**src/rtl/torq_pkg.sv**
```systemverilog
// ----------------------------------------------------------------------------
// torq_pkg
// Shared types and constants for the timestamp-ordered request queue.
// ----------------------------------------------------------------------------
package torq_pkg;

    localparam int QUEUE_DEPTH = 16;
    localparam int IDX_W       = $clog2(QUEUE_DEPTH);
    localparam int CNT_W       = $clog2(QUEUE_DEPTH + 1);
    localparam int TIME_W      = 16;
    localparam int ID_W        = 8;

    typedef logic [IDX_W-1:0] t_idx;
    typedef logic [CNT_W-1:0] t_cnt;

    localparam t_cnt FULL_CNT = t_cnt'(QUEUE_DEPTH);

    typedef enum logic [1:0] {
        ACT_ENQ  = 2'd0,
        ACT_DEQ  = 2'd1,
        ACT_PEEK = 2'd2,
        ACT_CUT  = 2'd3
    } t_action;

    typedef enum logic [1:0] {
        ST_OK    = 2'd0,
        ST_EMPTY = 2'd1,
        ST_FULL  = 2'd2
    } t_status;

    // id in the upper bits, timestamp in the lower bits
    typedef struct packed {
        logic [ID_W-1:0]   id;
        logic [TIME_W-1:0] stamp;
    } t_entry;

    typedef struct packed {
        t_action action;
        t_entry  key;
    } t_cmd;

    typedef struct packed {
        t_status status;
        t_entry  entry;
    } t_result;

    typedef enum logic [2:0] {
        S_IDLE,
        S_START,
        S_ENQ,
        S_PUT,
        S_SCAN,
        S_SHIFT,
        S_PEEK,
        S_FIN
    } t_state;

    // true when a sorts strictly behind b (time first, then id)
    function automatic logic key_after(input t_entry a, input t_entry b);
        return {a.stamp, a.id} > {b.stamp, b.id};
    endfunction

endpackage

```
**src/rtl/torq_core.sv**
```systemverilog
// ----------------------------------------------------------------------------
// torq_core
// Sorted entry memory and the sequencer that inserts, removes and searches.
// ----------------------------------------------------------------------------
module torq_core (
    input  logic              i_clk,
    input  logic              i_rst_n,
    input  logic              i_start,
    input  torq_pkg::t_cmd    i_cmd,
    output logic              o_idle,
    output logic              o_res_valid,
    output torq_pkg::t_result o_res,
    input  logic              i_res_ready
);
    import torq_pkg::*;

    t_state  r_state, n_state;
    t_cmd    r_cmd, n_cmd;
    t_idx    r_idx, n_idx;
    t_cnt    r_cnt, n_cnt;
    t_result r_res, n_res;
    t_entry  r_rdata;

    t_entry  mem [QUEUE_DEPTH];

    logic    mem_re, mem_we;
    t_idx    mem_ra, mem_wa;
    t_entry  mem_wd;

    t_cnt    idx_p1, idx_p2;
    logic    scan_last, shift_last, hit, move_up;

    assign idx_p1     = t_cnt'(r_idx) + t_cnt'(1);
    assign idx_p2     = t_cnt'(r_idx) + t_cnt'(2);
    assign scan_last  = (idx_p1 == r_cnt);
    assign shift_last = (idx_p2 == r_cnt);
    assign hit        = (r_cmd.action == ACT_DEQ) || (r_rdata.id == r_cmd.key.id);
    assign move_up    = key_after(r_rdata, r_cmd.key);

    // entry memory, one write and one registered read per cycle
    always_ff @(posedge i_clk) begin
        if (mem_we) begin
            mem[mem_wa] <= mem_wd;
        end
        if (mem_re) begin
            r_rdata <= mem[mem_ra];
        end
    end

    // next state
    always_comb begin
        n_state = r_state;
        case (r_state)
            S_IDLE: begin
                if (i_start) n_state = S_START;
            end
            S_START: begin
                case (r_cmd.action)
                    ACT_ENQ: begin
                        if (r_cnt == FULL_CNT || r_cnt == '0) n_state = S_FIN;
                        else n_state = S_ENQ;
                    end
                    ACT_PEEK: begin
                        if (r_cnt == '0) n_state = S_FIN;
                        else n_state = S_PEEK;
                    end
                    default: begin
                        if (r_cnt == '0) n_state = S_FIN;
                        else n_state = S_SCAN;
                    end
                endcase
            end
            S_ENQ: begin
                if (!move_up) n_state = S_FIN;
                else if (r_idx == t_idx'(1)) n_state = S_PUT;
            end
            S_PUT:  n_state = S_FIN;
            S_SCAN: begin
                if (scan_last) n_state = S_FIN;
                else if (hit) n_state = S_SHIFT;
            end
            S_SHIFT: begin
                if (shift_last) n_state = S_FIN;
            end
            S_PEEK: n_state = S_FIN;
            S_FIN: begin
                if (i_res_ready) n_state = S_IDLE;
            end
            default: n_state = S_IDLE;
        endcase
    end

    // datapath and memory control
    always_comb begin
        n_cmd  = r_cmd;
        n_idx  = r_idx;
        n_cnt  = r_cnt;
        n_res  = r_res;
        mem_re = 1'b0;
        mem_ra = '0;
        mem_we = 1'b0;
        mem_wa = r_idx;
        mem_wd = r_cmd.key;
        case (r_state)
            S_IDLE: begin
                if (i_start) n_cmd = i_cmd;
            end
            S_START: begin
                n_res = '{status: ST_OK, entry: '0};
                case (r_cmd.action)
                    ACT_ENQ: begin
                        if (r_cnt == FULL_CNT) begin
                            n_res.status = ST_FULL;
                        end else if (r_cnt == '0) begin
                            mem_we = 1'b1;
                            mem_wa = '0;
                            n_cnt  = r_cnt + t_cnt'(1);
                        end else begin
                            mem_re = 1'b1;
                            mem_ra = t_idx'(r_cnt - t_cnt'(1));
                            n_idx  = t_idx'(r_cnt);
                        end
                    end
                    default: begin
                        if (r_cnt == '0) begin
                            n_res.status = ST_EMPTY;
                        end else begin
                            mem_re = 1'b1;
                            mem_ra = '0;
                            n_idx  = '0;
                        end
                    end
                endcase
            end
            S_ENQ: begin
                // r_rdata holds the entry just below the hole at r_idx
                mem_we = 1'b1;
                mem_wa = r_idx;
                if (move_up) begin
                    mem_wd = r_rdata;
                    n_idx  = r_idx - t_idx'(1);
                    if (r_idx != t_idx'(1)) begin
                        mem_re = 1'b1;
                        mem_ra = r_idx - t_idx'(2);
                    end
                end else begin
                    n_cnt = r_cnt + t_cnt'(1);
                end
            end
            S_PUT: begin
                mem_we = 1'b1;
                mem_wa = r_idx;
                n_cnt  = r_cnt + t_cnt'(1);
            end
            S_SCAN: begin
                if (hit) begin
                    n_res = '{status: ST_OK, entry: r_rdata};
                    if (scan_last) begin
                        n_cnt = r_cnt - t_cnt'(1);
                    end else begin
                        mem_re = 1'b1;
                        mem_ra = t_idx'(idx_p1);
                    end
                end else if (scan_last) begin
                    n_res = '{status: ST_EMPTY, entry: '0};
                end else begin
                    mem_re = 1'b1;
                    mem_ra = t_idx'(idx_p1);
                    n_idx  = t_idx'(idx_p1);
                end
            end
            S_SHIFT: begin
                // r_rdata holds entry r_idx+1, moved down one slot
                mem_we = 1'b1;
                mem_wa = r_idx;
                mem_wd = r_rdata;
                n_idx  = t_idx'(idx_p1);
                if (shift_last) begin
                    n_cnt = r_cnt - t_cnt'(1);
                end else begin
                    mem_re = 1'b1;
                    mem_ra = t_idx'(idx_p2);
                end
            end
            S_PEEK: begin
                n_res = '{status: ST_OK, entry: r_rdata};
            end
            default: ;
        endcase
    end

    always_ff @(posedge i_clk) begin
        if (!i_rst_n) begin
            r_state <= S_IDLE;
            r_cnt   <= '0;
        end else begin
            r_state <= n_state;
            r_cnt   <= n_cnt;
        end
    end

    always_ff @(posedge i_clk) begin
        r_cmd <= n_cmd;
        r_idx <= n_idx;
        r_res <= n_res;
    end

    assign o_idle      = (r_state == S_IDLE);
    assign o_res_valid = (r_state == S_FIN);
    assign o_res       = r_res;

    a_cnt_range: assert property (@(posedge i_clk) disable iff (!i_rst_n)
        r_cnt <= FULL_CNT)
        else $error("fill count above depth");

    a_no_same_slot: assert property (@(posedge i_clk) disable iff (!i_rst_n)
        !(mem_we && mem_re && mem_wa == mem_ra))
        else $error("read and write hit the same slot");

    a_idx_in_fill: assert property (@(posedge i_clk) disable iff (!i_rst_n)
        (r_state == S_SCAN || r_state == S_SHIFT) |-> (t_cnt'(r_idx) < r_cnt))
        else $error("scan index beyond fill");

    a_full_real: assert property (@(posedge i_clk) disable iff (!i_rst_n)
        (r_state == S_FIN && r_res.status == ST_FULL) |-> (r_cnt == FULL_CNT))
        else $error("full reported with free slots");

endmodule

```
**src/rtl/timestamp_ordered_request_queue_top.sv**
```systemverilog
// ----------------------------------------------------------------------------
// timestamp_ordered_request_queue_top
// Request queue kept sorted by timestamp then requester id, in one memory.
// ----------------------------------------------------------------------------
//  Channel  Dir  Signals                    Contents
//  s_axis   in   tvalid/tready/tdata/tuser  tuser: action; tdata: req_time, req_id
//  m_axis   out  tvalid/tready/tdata/tuser  tuser: status; tdata: out_time, out_id
//
//  One word at a time: s_axis_tready is high only while the sequencer is idle.
//  Empty, full and enqueue into an empty queue go straight to the result; peek
//  reads the head; enqueue moves each later entry back one slot; dequeue and
//  cut scan from the head and shift the rest down. The next word is taken after
//  the result registers. The single entry memory has one read, one write a cycle.
//  Sync active-low reset empties the queue; slot contents are not cleared.
//  A result waits in the output register while the next word is taken; the
//  sequencer holds its result while that register is still full.
// ----------------------------------------------------------------------------
module timestamp_ordered_request_queue_top (
    input  logic        i_clk,
    input  logic        i_rst_n,
    input  logic        s_axis_tvalid,
    output logic        s_axis_tready,
    input  logic [23:0] s_axis_tdata,   // [15:0] req_time, [23:16] req_id
    input  logic [1:0]  s_axis_tuser,   // [1:0] action
    output logic        m_axis_tvalid,
    input  logic        m_axis_tready,
    output logic [23:0] m_axis_tdata,   // [15:0] out_time, [23:16] out_id
    output logic [1:0]  m_axis_tuser    // [1:0] status
);
    import torq_pkg::*;

    logic    core_idle, core_start, core_res_valid, core_res_ready;
    t_cmd    core_cmd;
    t_result core_res;

    logic    r_m_valid, n_m_valid;
    t_result r_m_res;

    assign s_axis_tready = core_idle;
    assign core_start    = s_axis_tvalid && core_idle;

    // tdata is laid out exactly as t_entry
    assign core_cmd.action = t_action'(s_axis_tuser);
    assign core_cmd.key    = t_entry'(s_axis_tdata);

    torq_core u_core (
        .i_clk       (i_clk),
        .i_rst_n     (i_rst_n),
        .i_start     (core_start),
        .i_cmd       (core_cmd),
        .o_idle      (core_idle),
        .o_res_valid (core_res_valid),
        .o_res       (core_res),
        .i_res_ready (core_res_ready)
    );

    // output register: free when empty or drained this cycle
    assign core_res_ready = !r_m_valid || m_axis_tready;

    always_comb begin
        n_m_valid = r_m_valid;
        if (core_res_valid && core_res_ready) n_m_valid = 1'b1;
        else if (m_axis_tready) n_m_valid = 1'b0;
    end

    always_ff @(posedge i_clk) begin
        if (!i_rst_n) begin
            r_m_valid <= 1'b0;
        end else begin
            r_m_valid <= n_m_valid;
        end
    end

    always_ff @(posedge i_clk) begin
        if (core_res_valid && core_res_ready) begin
            r_m_res <= core_res;
        end
    end

    assign m_axis_tvalid = r_m_valid;
    assign m_axis_tdata  = r_m_res.entry;
    assign m_axis_tuser  = r_m_res.status;

endmodule

```
**config.mk**
```make
export PLATFORM = sky130hd
export DESIGN_NAME = timestamp_ordered_request_queue_top
export DESIGN_NICKNAME = d
export VERILOG_FILES = /design/src/rtl/torq_pkg.sv /design/src/rtl/torq_core.sv /design/src/rtl/timestamp_ordered_request_queue_top.sv
export SDC_FILE = /design/constraint.sdc
export NUM_CORES = 1
export LEC_CHECK = 0
export BUFFER_PORTS_ARGS = -buffer_cell sky130_fd_sc_hd__clkbuf_2
export CORE_MARGIN = 1.5
export CORE_UTILIZATION = 53
export DETAILED_ROUTE_END_ITERATION = 8
export GPL_ROUTABILITY_DRIVEN = 0
export HOLD_SLACK_MARGIN = 0.12
export PLACE_DENSITY = 0.69
export SYNTH_ARGS = -nofsm -noshare
export SYNTH_HDL_FRONTEND = slang
export SYNTH_HIERARCHICAL = 1
export SYNTH_SLANG_ARGS = --single-unit
```
**constraint.sdc**
```tcl
create_clock -name i_clk -period 4.7 [get_ports i_clk]
set_input_delay 0.705 -clock i_clk [delete_from_list [all_inputs] [get_ports i_clk]]
set_output_delay 0.705 -clock i_clk [all_outputs]
set_load 0.01 [all_outputs]
```
**Yosys cells after proc, flatten, opt, wreduce, memory -nomap -nowiden**

Memory sizes are Yosys's and may differ from the RTL's. A register that Yosys moved wholly into a read port is not among the register bits.
Cells that the tools add are included.

- RAM bits: 384
- Logic and storage cells: 137
- Register bits after elaboration: 91
- Memories kept: 1

- Reduce and logical (&&, ||, !) cells: 20
- Add/subtract/negate cells: 6
- Muxes and demuxes: 64
- Equality and inequality tests: 32
- Magnitude comparators: 1

Memories:

| name | depth | width | read ports | clocked after Yosys merged registers in | write ports | RTL line | RTL |
|---|---|---|---|---|---|---|---|
| u_core.mem | 16 | 24 | 1 | 1 | 1 | torq_core.sv:24 | `t_entry mem [QUEUE_DEPTH];` |

Operators with widths:

| kind | count |
|---|---|
| case mux 26 bit (3 select lines) | 1 |
| 2-to-1 mux 4 bit | 18 |
| 2-to-1 mux 26 bit | 2 |
| case mux 24 bit (2 select lines) | 1 |
| 2-to-1 mux 5 bit | 7 |
| case mux 4 bit (4 select lines) | 2 |
| case mux 5 bit (5 select lines) | 1 |
| > comparator 24 bit | 1 |
| 2-to-1 mux 24 bit | 1 |
| 2-to-1 mux 3 bit | 8 |
| case mux 3 bit (7 select lines) | 1 |
| 2-to-1 mux 1 bit | 16 |
| inequality test 2 x 1 -> 1 bit, second input constant | 8 |
| == test 3 bit, second input constant | 4 |
| == test 5 bit | 2 |
| inequality test 3 bit, second input constant | 3 |
| == test 8 bit | 1 |
| inequality test 2 bit, second input constant | 4 |
| AND reduction 8 bit | 1 |
| AND reduction 7 bit | 1 |
| == test 3 x 2 -> 1 bit, second input constant | 2 |
| 2-to-1 mux 2 bit | 3 |
| case mux 3 bit (2 select lines) | 1 |
| adder 4 x 1 -> 5 bit, second input constant | 1 |
| 29 further kinds | 33 |

**Depth between registers and ports, before layout**

- Word-level depth: 7
- Gate-level depth with buffers: 15

**By module**

Netlist, hierarchy kept.

By module, submodules not included:

| module | area each (sq um) | cells each | times used |
|---|---|---|---|
| torq_core | 20183.1 | 1404 | 1 |
| timestamp_ordered_request_queue_top | 844.6 | 32 | 1 |

**Least setup slack after synthesis**

Ideal clock, no wire load.

- Kind: flip-flop to flip-flop
- Start: reg u_core.r_idx[0]
- End: reg u_core.r_res, in the netlist u_core/o_res[0], enable pin
- Path slack: 1.244 ns
- Arrival: 3.038 ns
- Library setup time: 0.418 ns
- Buffers on the path: 1
- Period minus slack after synthesis: 3.456 ns
- Cell stages (with the launch flop): 9
- Path through: edfxtp_1 buf_2 inv_1 ha_1 xor2_1 a2111oi_2 o211a_4 nor3_1 a21oi_1

- Longest elaborated chain between the ends: 4

Ends and longest elaborated chain:

| what | RTL line | RTL |
|---|---|---|
| start: declaration | torq_core.sv:19 | `t_idx r_idx, n_idx;` |
| start signal: assignment | torq_core.sv:204 | `r_idx <= n_idx;` |
| adder 4 x 1 -> 5 bit | torq_core.sv:33 | `assign idx_p1 = t_cnt'(r_idx) + t_cnt'(1);` |
| == test 5 bit | torq_core.sv:35 | `assign scan_last = (idx_p1 == r_cnt);` |
| inequality test 3 x 1 -> 1 bit (no source line) | -- |  |
| AND reduction 2 bit (no source line) | -- |  |
| end signal: assignment | torq_core.sv:205 | `r_res <= n_res;` |
| end: declaration | torq_core.sv:21 | `t_result r_res, n_res;` |

No other way between the ends.
A chain may end at the register's enable or synchronous reset.

**Final worst setup path**

- Start: reg u_core.r_idx[2]
- End: reg, netlist name u_core/r_rdata[7]

- Longest elaborated chain between the ends: 4

Ends and longest elaborated chain:

| what | RTL line | RTL |
|---|---|---|
| adder 4 x 2 -> 5 bit (tied with other cells) | torq_core.sv:34 | `assign idx_p2 = t_cnt'(r_idx) + t_cnt'(2);` |
| == test 5 bit (tied with other cells) | torq_core.sv:36 | `assign shift_last = (idx_p2 == r_cnt);` |
| 2-to-1 mux 4 bit (tied with other cells) | torq_core.sv:178 | `if (shift_last) begin` |
| case mux 4 bit (4 select lines) or case mux 1 bit (4 select lines) (tied branches) | torq_core.sv:104 | `case (r_state)` |

Several ways; a longest one is shown, not always the timed one.

==> flow_summary_export.csv <==
group,metric,value,unit
detailed_routing,drc,0,
timing,final_max_slew_viol_count,0,
cts,root_buffer,"clkbuf_16",
worst_setup_path,worst_setup_path_end_kind,"register",
detailed_routing,routed_via_density,6.335,
placed_design,place_hpwl,29.12,mm
worst_setup_path,reg2reg_slack,0.38,ns
flow_run,drv_cap,0,
timing,setup_tns,0,ns
cts,cts_resized,0,
synth,synth-simple-area-share,0.08687,
die,start_util,0.5403,
detailed_routing,ant_nets,0,
detailed_routing,first_pass_iters,5,
placed_design,dp_slack,0.4161,ns
final_layout,finish.instance_area,0.02366,mm^2
detailed_routing,dr_total_vias,12948,
timing,worstMarginPinSlew,1.125,ns
global_route,antenna_found_initial,0,
run_status,outcome,"finished clean",
worst_setup_path,crit_required,5.00,ns
synth,yosysUniqueCellTypes,79,
synth,ys_ff_latch,499,
cts,cts_setup_buffers,0,
cts,cts.clk_slew.worst_paths,0.06,ns
die,die_area,0.04088,mm^2
final_layout,finish.utilization,0.6079,
worst_hold_path,hold_path_class,"in2reg",
power_and_ir_drop,vdd_drop_max,0.3087,mV
die,core_area,0.03892,mm^2
cts,cts.sinks,499,
timing,rsz0062_at_grt,"false",
power_and_ir_drop,p_total,15.50,mW
final_layout,antennaDiodeCount,0,
detailed_routing,dr.first_iter.drc_count,1288,
final_layout,layout.cells.non_filler,2044,
global_route,grt_pass1_wl,76.75,mm
die,die_h,202.2,um
synth,synth-xor-area-share,0.006664,
synth,synthFlopType,"edfxtp_1",
worst_setup_path,criticalPathCategory,"reg2reg",
global_route,grt_pass1_vias,12435,
die,io_pins,58,
synth,synth_top_family_by_area,"compound AO/OA/AOI/OAI gates",
cts,clk_path_buf_depth,3,
final_layout,multi_input_area,0.005609,mm^2
synth,yosysSeqAreaShare,0.7083,
worst_setup_path,critPathMaxFanout,38,
final_layout,drive_gt1_frac,0.1612,
placed_design,portBuffers,57,
cts,cts_hold_repair.buffers,0,
global_route,grt_usage,0.2511,
timing,whs,0.3151,ns
global_route,grt_max_degree,91,
synth,netlist_area,0.02103,mm^2
detailed_routing,drt-total-wl,51.22,mm
synth,syn_avg_cell_area,14.64,um^2
timing,min_period,4.321,ns
die,die_width,202.2,um
final_layout,fill_cells,2853,
power_and_ir_drop,power_leakage,8.243,nW
timing,fmax,0.2314,GHz
synth,async_flop_share,0,
cts,cts_made_buffers,48,
timing,finalHoldViolCount,0,
worst_setup_path,start_kind,"register",
timing,fin_ws,0.3792,ns
power_and_ir_drop,p_per_area,655.3,mW/mm^2
synth,synth_fp_nets,1498,
final_layout,layout.nets,1551,
final_layout,seqCellArea,0.01489,mm^2
synth,synthMuxAreaShare,0.02517,
timing,relSlewSlack,0.2480,
synth,synth_compound_area_frac,0.1225,
timing,setup_viol,0,
cts,cts_htree_levels,2,
timing,finalClockSkew,0.01295,ns
global_route,grt_overflow,0,
timing,period_share,0.9193,
placed_design,placedCellCount,1957,
final_layout,area_delta_synth_final,12.50,%
synth,synth_fa_ha_area_frac,0.01904,
die,fp-row-count,72,
detailed_routing,avgRoutedWirePerCell,25.06,um
cts,clk_latency,0.57,ns
cts,cts_tree,"built",
synth,synth_warnings,6,
placed_design,placed_cell_area,0.02209,mm^2
worst_setup_path,cp.arrival,4.62,ns
synth,syn_inst,1436,
synth,synth_edf_count,490,
==> power by group <==
part	switching, mW	internal, mW	leakage (nW)
Clock	1.61	2.24	0.775
Combinational	3.43	1.82	2.95
Sequential	0.386	6.01	4.52
Total	5.43	10.1	8.24
==> cell usage after synthesis, types with 26 or more instances <==
cell      count  share of area
inv_1        40         0.0071
a221oi_1     26          0.011
and3_1       97          0.029
nand2_1     126          0.022
clkbuf_1     54         0.0096
a211oi_1     74          0.026
edfxtp_1    490           0.70
mux2i_1      27          0.013
a21oi_1      69          0.016
o31ai_1      26         0.0093
nor2_1       35         0.0062
buf_2        32         0.0076
ha_1         32          0.019
and2_1       29         0.0086
==> cells in the final DEF, fill, tap and decap left out, drive strengths merged, types with 27 or more instances in the layout <==
cell type | Yosys | final
a21oi | 72 | 72
ha | 32 | 32
edfxtp | 490 | 490
mux2i | 27 | 27
and2 | 30 | 30
inv | 40 | 41
nor2 | 37 | 37
and3 | 97 | 97
clkbuf | 55 | 114
buf | 48 | 49
nand2 | 127 | 127
a211oi | 75 | 75
==> layout make-up <==
class / instances / share of cell area
timing repair buffer: 106 / 0.03343
tap: 518 / 0.02740
inverter: 40 / 0.006347
sequential: 499 / 0.6296
clock inverter: 30 / 0.01301
clock buffer: 57 / 0.05310
multi-input combinational: 794 / 0.2371
==> per-layer routing <==
| metal | global-route usage | up-vias | wire [um] |
|---|---|---|---|
| li1 | - | 5741 | - |
| met1 | 0.3627 | 6493 | 21440 |
| met2 | 0.3953 | 629 | 23950 |
| met3 | 0.04047 | 85 | 4515 |
| met4 | 0.07646 | 0 | 1321 |
| met5 | 0 | - | 0 |
==> worst max-delay path, cell delays in order (launching register included) <==
cell and delay (ns):
edfxtp_1 0.66, inv_1 0.19, ha_1 0.38, xnor2_1 0.12, and4_1 0.24, a31oi_2 0.17
a21oi_1 0.21, a21o_2 0.55, nand2_4 0.43, buf_12 0.30, a211oi_1 0.29, o32ai_1 0.13
a211o_1 0.34
==> worst paths after layout <==
| kind | start | endpoint | cells past startpoint |
|---|---|---|---|
| max | u_core/r_idx[2] | u_core/r_rdata[7] | 12 |
| min | s_axis_tuser[0] | u_core/r_cmd[24] | 1 |
| max reg2reg | u_core/r_idx[2] | u_core/r_rdata[7] | 12 |
| min reg2reg | u_core/o_res[8] | m_axis_tdata[8] | 0 |
==> logic make-up (layout without fill, tap and decap cells) <==
group,count (synthesis),in the layout
AOI/OAI and AO/OA,344,344
xor gates and xnor gates,16,16
adders and majority gates,32,32
buffers and inverters,143,233
DFF,499,499
muxes,50,50
and+or+nand+nor,352,352
==> sequential cells by signal, summed over array words and instances, names as in the netlist <==
register and count:
u_core/r_cnt 5, m_axis_tvalid 1, u_core/mem 384, m_axis_tdata 24, u_core/r_idx 4, m_axis_tuser 2, u_core/r_cmd 26, u_core/r_state 3
u_core/r_rdata 24, u_core/o_res 26
Note: power is estimated with default switching activity, not from simulation.
